==> config.mk <==
export PLATFORM = sky130hd
export DESIGN_NAME = sync_length_xor_frame_parser_flat
export DESIGN_NICKNAME = d
export VERILOG_FILES = /design/src/sljfp_pkg.sv /design/src/sljfp_stream_if.sv /design/src/sljfp_in_stage.sv /design/src/sljfp_parser.sv /design/src/sljfp_out_reg.sv /design/src/sync_length_xor_frame_parser.sv /design/src/flat_wrapper.sv
export SDC_FILE = /design/constraint.sdc
export NUM_CORES = 1
export LEC_CHECK = 0
export BUFFER_PORTS_ARGS = -buffer_cell sky130_fd_sc_hd__buf_2
export CORE_UTILIZATION = 45
export DETAILED_ROUTE_END_ITERATION = 6
export GPL_ROUTABILITY_DRIVEN = 1
export GPL_TIMING_DRIVEN = 0
export PLACE_DENSITY_LB_ADDON = 0.05
export SYNTH_ARGS = -nofsm -noshare
export SYNTH_HDL_FRONTEND = slang
export SYNTH_SLANG_ARGS = --single-unit
export TNS_END_PERCENT = 50
==> constraint.sdc <==
create_clock -name clk_i -period 4.9 [get_ports clk_i]
set_input_delay 0.735 -clock clk_i [delete_from_list [all_inputs] [get_ports clk_i]]
set_output_delay 0.735 -clock clk_i [all_outputs]
set_load 0.03 [all_outputs]
==> src/sljfp_pkg.sv <==
package sljfp_pkg;

  localparam int unsigned MAX_PAYLOAD = 128;

  localparam int unsigned BYTE_W    = 8;
  localparam int unsigned INDEX_W   = 7;
  localparam int unsigned CFG_IDX_W = 1;

  localparam logic [BYTE_W-1:0] FIRST_SYNC_RST  = 8'd170;
  localparam logic [BYTE_W-1:0] SECOND_SYNC_RST = 8'd85;

  typedef enum logic [CFG_IDX_W-1:0] {
    CFG_FIRST_SYNC  = 1'b0,
    CFG_SECOND_SYNC = 1'b1
  } cfg_reg_e;

  typedef enum logic [2:0] {
    PH_SYNC1   = 3'd0,
    PH_SYNC2   = 3'd1,
    PH_CMD     = 3'd2,
    PH_LEN     = 3'd3,
    PH_PAYLOAD = 3'd4,
    PH_CHECK   = 3'd5
  } phase_e;

  typedef enum logic {
    KIND_PAYLOAD   = 1'b0,
    KIND_FRAME_END = 1'b1
  } kind_e;

  typedef struct packed {
    kind_e               result_kind;
    logic [BYTE_W-1:0]   frame_command;
    logic [BYTE_W-1:0]   payload_byte;
    logic [INDEX_W-1:0]  payload_index;
    logic [BYTE_W-1:0]   frame_length;
    logic                check_passed;
  } res_t;

  typedef struct packed {
    logic              fire;
    logic [BYTE_W-1:0] rx_byte;
  } stage_t;

endpackage

==> src/sljfp_stream_if.sv <==
interface sljfp_rx_if;
  logic                       valid;
  logic                       ready;
  logic [sljfp_pkg::BYTE_W-1:0] rx_byte;

  modport source (output valid, output rx_byte, input ready);
  modport sink (input valid, input rx_byte, output ready);
endinterface

interface sljfp_res_if;
  logic                        valid;
  logic                        ready;
  logic                        result_kind;
  logic [sljfp_pkg::BYTE_W-1:0]  frame_command;
  logic [sljfp_pkg::BYTE_W-1:0]  payload_byte;
  logic [sljfp_pkg::INDEX_W-1:0] payload_index;
  logic [sljfp_pkg::BYTE_W-1:0]  frame_length;
  logic                        check_passed;

  modport source (
    output valid, output result_kind, output frame_command, output payload_byte,
    output payload_index, output frame_length, output check_passed, input ready
  );
  modport sink (
    input valid, input result_kind, input frame_command, input payload_byte,
    input payload_index, input frame_length, input check_passed, output ready
  );
endinterface

==> src/sljfp_in_stage.sv <==
module sljfp_in_stage (
  input  logic                         clk_i,
  input  logic                         rst_ni,
  input  logic                         in_valid_i,
  input  logic [sljfp_pkg::BYTE_W-1:0] in_byte_i,
  output logic                         in_ready_o,
  input  logic                         out_free_i,
  output sljfp_pkg::stage_t            stage_o
);

  logic                         valid_q;
  logic [sljfp_pkg::BYTE_W-1:0] byte_q;
  logic                         fire;

  assign fire       = valid_q & out_free_i;
  assign in_ready_o = ~valid_q | fire;

  always_ff @(posedge clk_i or negedge rst_ni) begin
    if (!rst_ni) begin
      valid_q <= 1'b0;
    end else if (in_valid_i && in_ready_o) begin
      valid_q <= 1'b1;
    end else if (fire) begin
      valid_q <= 1'b0;
    end
  end

  always_ff @(posedge clk_i) begin
    if (in_valid_i && in_ready_o) begin
      byte_q <= in_byte_i;
    end
  end

  assign stage_o.fire    = fire;
  assign stage_o.rx_byte = byte_q;

endmodule

==> src/sljfp_parser.sv <==
module sljfp_parser (
  input  logic                            clk_i,
  input  logic                            rst_ni,
  input  logic                            cfg_we_i,
  input  logic [sljfp_pkg::CFG_IDX_W-1:0] cfg_idx_i,
  input  logic [sljfp_pkg::BYTE_W-1:0]    cfg_data_i,
  input  sljfp_pkg::stage_t               stage_i,
  output logic                            res_valid_o,
  output sljfp_pkg::res_t                 res_o
);

  logic [sljfp_pkg::BYTE_W-1:0] first_sync_q, second_sync_q;
  sljfp_pkg::phase_e            phase_q, phase_d;
  logic [sljfp_pkg::BYTE_W-1:0] cmd_q, cmd_d;
  logic [sljfp_pkg::BYTE_W-1:0] len_q, len_d;
  logic [sljfp_pkg::BYTE_W-1:0] pos_q, pos_d;
  logic [sljfp_pkg::BYTE_W-1:0] xor_q, xor_d;
  logic [sljfp_pkg::BYTE_W-1:0] b;
  logic [sljfp_pkg::BYTE_W-1:0] pos_inc;

  assign b       = stage_i.rx_byte;
  assign pos_inc = pos_q + 1'b1;

  always_ff @(posedge clk_i or negedge rst_ni) begin
    if (!rst_ni) begin
      first_sync_q  <= sljfp_pkg::FIRST_SYNC_RST;
      second_sync_q <= sljfp_pkg::SECOND_SYNC_RST;
    end else if (cfg_we_i) begin
      unique case (sljfp_pkg::cfg_reg_e'(cfg_idx_i))
        sljfp_pkg::CFG_FIRST_SYNC:  first_sync_q  <= cfg_data_i;
        sljfp_pkg::CFG_SECOND_SYNC: second_sync_q <= cfg_data_i;
        default: ;
      endcase
    end
  end

  always_ff @(posedge clk_i or negedge rst_ni) begin
    if (!rst_ni) begin
      phase_q <= sljfp_pkg::PH_SYNC1;
      cmd_q   <= '0;
      len_q   <= '0;
      pos_q   <= '0;
      xor_q   <= '0;
    end else if (stage_i.fire) begin
      phase_q <= phase_d;
      cmd_q   <= cmd_d;
      len_q   <= len_d;
      pos_q   <= pos_d;
      xor_q   <= xor_d;
    end
  end

  always_comb begin
    phase_d     = phase_q;
    cmd_d       = cmd_q;
    len_d       = len_q;
    pos_d       = pos_q;
    xor_d       = xor_q;
    res_valid_o = 1'b0;
    res_o.result_kind   = sljfp_pkg::KIND_PAYLOAD;
    res_o.frame_command = cmd_q;
    res_o.payload_byte  = '0;
    res_o.payload_index = '0;
    res_o.frame_length  = len_q;
    res_o.check_passed  = 1'b0;
    unique case (phase_q)
      sljfp_pkg::PH_SYNC1: begin
        if (b == first_sync_q) phase_d = sljfp_pkg::PH_SYNC2;
      end
      sljfp_pkg::PH_SYNC2: begin
        if (b == second_sync_q) begin
          phase_d = sljfp_pkg::PH_CMD;
        end else if (b == first_sync_q) begin
          phase_d = sljfp_pkg::PH_SYNC2;
        end else begin
          phase_d = sljfp_pkg::PH_SYNC1;
        end
      end
      sljfp_pkg::PH_CMD: begin
        cmd_d   = b;
        xor_d   = b;
        phase_d = sljfp_pkg::PH_LEN;
      end
      sljfp_pkg::PH_LEN: begin
        len_d = b;
        xor_d = xor_q ^ b;
        pos_d = '0;
        if (b > sljfp_pkg::BYTE_W'(sljfp_pkg::MAX_PAYLOAD)) begin
          phase_d = sljfp_pkg::PH_SYNC1;
        end else if (b != '0) begin
          phase_d = sljfp_pkg::PH_PAYLOAD;
        end else begin
          phase_d = sljfp_pkg::PH_CHECK;
        end
      end
      sljfp_pkg::PH_PAYLOAD: begin
        res_valid_o         = 1'b1;
        res_o.payload_byte  = b;
        res_o.payload_index = pos_q[sljfp_pkg::INDEX_W-1:0];
        xor_d = xor_q ^ b;
        pos_d = pos_inc;
        if (pos_inc >= len_q) phase_d = sljfp_pkg::PH_CHECK;
      end
      sljfp_pkg::PH_CHECK: begin
        res_valid_o        = 1'b1;
        res_o.result_kind  = sljfp_pkg::KIND_FRAME_END;
        res_o.check_passed = (b == xor_q);
        phase_d            = sljfp_pkg::PH_SYNC1;
      end
      default: begin
        phase_d = sljfp_pkg::PH_SYNC1;
      end
    endcase
  end

endmodule

==> src/sljfp_out_reg.sv <==
module sljfp_out_reg (
  input  logic            clk_i,
  input  logic            rst_ni,
  input  logic            fire_i,
  input  logic            res_valid_i,
  input  sljfp_pkg::res_t res_i,
  output logic            out_free_o,
  output logic            out_valid_o,
  input  logic            out_ready_i,
  output sljfp_pkg::res_t out_o
);

  logic            valid_q;
  sljfp_pkg::res_t res_q;
  logic            load;

  assign out_free_o  = ~valid_q | out_ready_i;
  assign load        = fire_i & res_valid_i;
  assign out_valid_o = valid_q;
  assign out_o       = res_q;

  always_ff @(posedge clk_i or negedge rst_ni) begin
    if (!rst_ni) begin
      valid_q <= 1'b0;
    end else if (load) begin
      valid_q <= 1'b1;
    end else if (out_ready_i) begin
      valid_q <= 1'b0;
    end
  end

  always_ff @(posedge clk_i) begin
    if (load) begin
      res_q <= res_i;
    end
  end

endmodule

==> src/sync_length_xor_frame_parser.sv <==
// channel   dir  payload                                        width
// rx_i      in   rx_byte                                        8
// res_o     out  result_kind, frame_command, payload_byte,      1+8+8
//                payload_index, frame_length, check_passed      +7+8+1
// cfg       in   cfg_we_i, cfg_idx_i, cfg_data_i                1+1+8
//
// one word per cycle sustained while results are taken; a word is taken into
// the input register, then parsed on its way into the result register, which
// offers its result
// a waiting result stops the parser; the input register takes one more word,
// then input stalls until the result is taken
// reset clears the phase to the first sync hunt and loads sync values 0xaa, 0x55
module sync_length_xor_frame_parser (
  input  logic                            clk_i,
  input  logic                            rst_ni,
  input  logic                            cfg_we_i,
  input  logic [sljfp_pkg::CFG_IDX_W-1:0] cfg_idx_i,
  input  logic [sljfp_pkg::BYTE_W-1:0]    cfg_data_i,
  sljfp_rx_if.sink                        rx_i,
  sljfp_res_if.source                     res_o
);

  sljfp_pkg::stage_t stage;
  logic              out_free;
  logic              res_valid;
  sljfp_pkg::res_t   res;
  sljfp_pkg::res_t   out_res;

  sljfp_in_stage u_in_stage (
    .clk_i      (clk_i),
    .rst_ni     (rst_ni),
    .in_valid_i (rx_i.valid),
    .in_byte_i  (rx_i.rx_byte),
    .in_ready_o (rx_i.ready),
    .out_free_i (out_free),
    .stage_o    (stage)
  );

  sljfp_parser u_parser (
    .clk_i       (clk_i),
    .rst_ni      (rst_ni),
    .cfg_we_i    (cfg_we_i),
    .cfg_idx_i   (cfg_idx_i),
    .cfg_data_i  (cfg_data_i),
    .stage_i     (stage),
    .res_valid_o (res_valid),
    .res_o       (res)
  );

  sljfp_out_reg u_out_reg (
    .clk_i       (clk_i),
    .rst_ni      (rst_ni),
    .fire_i      (stage.fire),
    .res_valid_i (res_valid),
    .res_i       (res),
    .out_free_o  (out_free),
    .out_valid_o (res_o.valid),
    .out_ready_i (res_o.ready),
    .out_o       (out_res)
  );

  assign res_o.result_kind   = out_res.result_kind;
  assign res_o.frame_command = out_res.frame_command;
  assign res_o.payload_byte  = out_res.payload_byte;
  assign res_o.payload_index = out_res.payload_index;
  assign res_o.frame_length  = out_res.frame_length;
  assign res_o.check_passed  = out_res.check_passed;

endmodule

==> src/flat_wrapper.sv <==
// flat-port wrapper written by rule: the top's interface ports become plain ports
module sync_length_xor_frame_parser_flat 
  (clk_i, rst_ni, cfg_we_i, cfg_idx_i, cfg_data_i, rx_i_valid, rx_i_rx_byte, rx_i_ready, res_o_valid, res_o_result_kind, res_o_frame_command, res_o_payload_byte, res_o_payload_index, res_o_frame_length, res_o_check_passed, res_o_ready);
  sljfp_rx_if rx_i_i ();
  sljfp_res_if res_o_i ();
  input  logic clk_i;
  input  logic rst_ni;
  input  logic cfg_we_i;
  input  logic [sljfp_pkg::CFG_IDX_W-1:0] cfg_idx_i;
  input  logic [sljfp_pkg::BYTE_W-1:0] cfg_data_i;
  input wire logic [$bits(rx_i_i.valid)-1:0] rx_i_valid;
  input wire logic [$bits(rx_i_i.rx_byte)-1:0] rx_i_rx_byte;
  output wire logic [$bits(rx_i_i.ready)-1:0] rx_i_ready;
  output wire logic [$bits(res_o_i.valid)-1:0] res_o_valid;
  output wire logic [$bits(res_o_i.result_kind)-1:0] res_o_result_kind;
  output wire logic [$bits(res_o_i.frame_command)-1:0] res_o_frame_command;
  output wire logic [$bits(res_o_i.payload_byte)-1:0] res_o_payload_byte;
  output wire logic [$bits(res_o_i.payload_index)-1:0] res_o_payload_index;
  output wire logic [$bits(res_o_i.frame_length)-1:0] res_o_frame_length;
  output wire logic [$bits(res_o_i.check_passed)-1:0] res_o_check_passed;
  input wire logic [$bits(res_o_i.ready)-1:0] res_o_ready;
  assign rx_i_i.valid = rx_i_valid;
  assign rx_i_i.rx_byte = rx_i_rx_byte;
  assign rx_i_ready = rx_i_i.ready;
  assign res_o_valid = res_o_i.valid;
  assign res_o_result_kind = res_o_i.result_kind;
  assign res_o_frame_command = res_o_i.frame_command;
  assign res_o_payload_byte = res_o_i.payload_byte;
  assign res_o_payload_index = res_o_i.payload_index;
  assign res_o_frame_length = res_o_i.frame_length;
  assign res_o_check_passed = res_o_i.check_passed;
  assign res_o_i.ready = res_o_ready;
  sync_length_xor_frame_parser u_core (.clk_i(clk_i), .rst_ni(rst_ni), .cfg_we_i(cfg_we_i), .cfg_idx_i(cfg_idx_i), .cfg_data_i(cfg_data_i), .rx_i(rx_i_i), .res_o(res_o_i));
endmodule
==> impl_metrics.tcl <==
set metrics [dict create \
    final_nets 407 \
    relSlewSlack_pct 52.1 \
    synth_sequential_area_ratio_pct 61.4 \
    post-route-min-period_ns 2.55 \
    hold_class "in -> async" \
    detailroute.via_count 2537 \
    die_y_um 98.4 \
    critical_path_buf_inv_count 0 \
    clkSinkCount 94 \
    final_antenna_violating_net_count 0 \
    clock_transition_at_path_regs_ns 0.09 \
    post_synth_instance_area_mm2 0.00418 \
    port_buffers 56 \
    r2r_slack_ns 2.35 \
    worst_ep_arrival_time_ns 2.79 \
    areaGrowthSynthToFinish_pct 16.0 \
    detail_route.first_pass.iterations 6 \
    instances_no_fill 489 \
    layout.cells.most_common_list "buf_2 (60), dfrtp_1 (45), edfxtp_1 (41)" \
    grt_pass1_vias 2485 \
    rsz_0062_raised_after_global_routing "no" \
    timing.fmax_mhz 392 \
    post_synth.cell_area_avg_um2 13.6 \
    grt_max_degree 54 \
    cap_violations 0 \
    cts_tree "done" \
    synthesized_nets 339 \
    yosys_register_bits 94 \
    globalplace.congestion 0.777 \
    ctsResizeCount 0 \
    clock_latency_ns 0.36 \
    final.period_utilization_pct 52.1 \
    multi_input_comb_area_mm2 0.00148 \
    route.detailed.drc 0 \
    timing.critical_path.slowest_cell_delay_ns 0.46 \
    synth_async_sr_flop_share_pct 56.4 \
    layout_filler_cell_count 788 \
    power_density_mw_per_mm2 333 \
    critical_path_class "reg -> reg" \
    result_of_the_run "complete, no violations" \
    floorplan.core_area_mm2 0.00885 \
    synth_edf_count 41 \
    place_inst 473 \
    fp.dieW_um 98.4 \
    yosys_most_used_dff "dfrtp_1" \
    final_core_util_pct 54.8 \
    hpwlAfterDp_um 5220 \
    global_route_wire_length_before_repair_um 12600 \
    cts.htree.levels 3 \
    cts_buffers 9 \
    most_common_library_cell_in_the_layout_ignoring_fill_and_taps "buf_2" \
    finalInstanceArea_mm2 0.00485 \
    tns_ns 0 \
    num_io_pins 57 \
    final_hold_viol_count 0 \
    postSynthCellCount 308 \
    final-seq-area_mm2 0.00257 \
    crit_fanout 7 \
    route.detailed.wl_per_inst_um 15.5 \
    clk_root_buffer_cell "clkbuf_8" \
    hold_buffers 0 \
    dpl-instance-area_mm2 0.00463 \
    setup_repair_bufs_after_cts 0 \
    floorplan.rows 34 \
    p_leak_uw 0.00206 \
    crit_required_ns 5.14 \
    distinct_cells_synth 38 \
    ys.warnings.count 0 \
    crit_top_cell "ha_1" \
    finalClockSkew_ns 0.0139 \
    critical-path-slowest-cell "dfrtp_1" \
    worst_pin_slew_ns 0.719 \
    antenna-diode-count 0 \
    drt-initial-drc-count 131 \
    post_drt_via_cell_ratio 5.19 \
    design.die.area_mm2 0.00968 \
    crit_chain "ha_1, nand3_1, xnor2_1, ha_1, a211o_1, a21oi_1, o21ai_0, o2111ai_1, a311oi_2, mux2_1" \
    overflow 0 \
    report.final.slew_viol_count 0 \
    worstSetupStartpointType "flop" \
    end_kind "flop" \
    vdd_ir_drop_max_mv 0.170 \
    wl_um 7600 \
    global_route.usage.total_pct 17.1 \
    cell_class_contributing_the_biggest_share_of_worst_path_delay "compound AO/OA/AOI/OAI gates" \
    floorplan.initialDensity_pct 47.2 \
    setup_viol_count_final 0 \
    cts_buffer_depth 2 \
    grt_antenna_before_repair 0 \
    drive_gt1_share_pct 26.2 \
]
Yosys cell counts (all sizes together) (5+ instances only):
| cell type | instances | area share (%) |
|---|---|---|
| and2 | 17 | 2.5 |
| nand2b | 5 | 0.75 |
| buf | 12 | 2.0 |
| ha | 9 | 2.7 |
| clkbuf | 6 | 0.54 |
| xor2 | 14 | 2.9 |
| nor2 | 7 | 0.63 |
| inv | 8 | 0.72 |
| edfxtp | 41 | 29 |
| nand3 | 12 | 1.4 |
| a32o | 9 | 2.2 |
| nand2 | 9 | 0.81 |
| mux2 | 33 | 8.9 |
| xnor2 | 16 | 3.4 |
| dfstp | 8 | 5.0 |
| a21oi | 21 | 2.5 |
| dfrtp | 45 | 27 |
| o21ai | 13 | 1.6 |
stage by stage:
step	setup WS, ns	hold slack (ns)	total power (uW)
after global routing	2.11	0.455	1690
after floorplan	2.12	0.421	1030
final	2.35	0.408	1620
after CTS	2.32	0.458	1630
after global placement	1.23	0.431	1080
after detailed placement	2.36	0.434	1090
layout make-up:
cell class              instances  share of cell area (%)
flip-flops and latches         94                    53.0
repair buffers                 57                    6.40
inverters                       8                   0.619
clock buffers                  11                    3.12
clock inverters                 5                    1.32
well taps                     108                    2.79
plain buffers                  18                    2.22
multi-input cells             188                    30.6
cell families (layout without fill, tap and decap cells):
kind of cell / after synthesis / in the layout / synth area share (%)
AOI/OAI and AO/OA: 51 / 51 / 8.14
DFF: 94 / 94 / 61.4
muxes: 33 / 33 / 8.89
and+or+nand+nor: 65 / 65 / 9.28
buffers and inverters: 26 / 99 / 3.29
adders and majority gates: 9 / 9 / 2.69
xor gates and xnor gates: 30 / 30 / 6.29
worst paths after layout:
kind                                           from                          to  depth (start not counted)
hold / removal                               rst_ni    u_core.u_parser.cmd_q[5]                          1
max in group asynchronous                    rst_ni    u_core.u_parser.pos_q[2]                          1
min in group clk_i         u_core.u_parser.cmd_q[6]  u_core.u_out_reg.out_o[30]                          0
setup / recovery           u_core.u_parser.pos_q[0]  u_core.u_parser.phase_q[0]                         10
setup reg to reg           u_core.u_parser.pos_q[0]  u_core.u_parser.phase_q[0]                         10
hold reg to reg            u_core.u_parser.cmd_q[6]  u_core.u_out_reg.out_o[30]                          0
power by group:
group	switching, uW	total (uW)	internal, uW
Sequential	31.5	899	868
Combinational	89.5	169	79.0
Clock	279	549	269
Total	400	1620	1220
registers in the layout (all words and copies together) (netlist names):
register,flops
u_core.u_parser.xor_q,8
u_core.u_parser.pos_q,8
u_core.u_out_reg.out_valid_o,1
u_core.u_parser.second_sync_q,8
u_core.u_parser.len_q,8
u_core.u_parser.cmd_q,8
u_core.u_in_stage.byte_q,8
u_core.u_parser.first_sync_q,8
u_core.u_in_stage.valid_q,1
u_core.u_out_reg.out_o,33
u_core.u_parser.phase_q,3
routing by layer:
| metal | share of wire (%) | GRT usage, % | vias up |
|---|---|---|---|
| met4 | 1.0 | 4.82 | 0 |
| met2 | 47 | 26.8 | 54 |
| met5 | 0 | 0 | - |
| met1 | 49 | 23.6 | 1229 |
| met3 | 3.5 | 4.15 | 7 |
| li1 | - | - | 1247 |
Power figures use the tool's default switching activity.
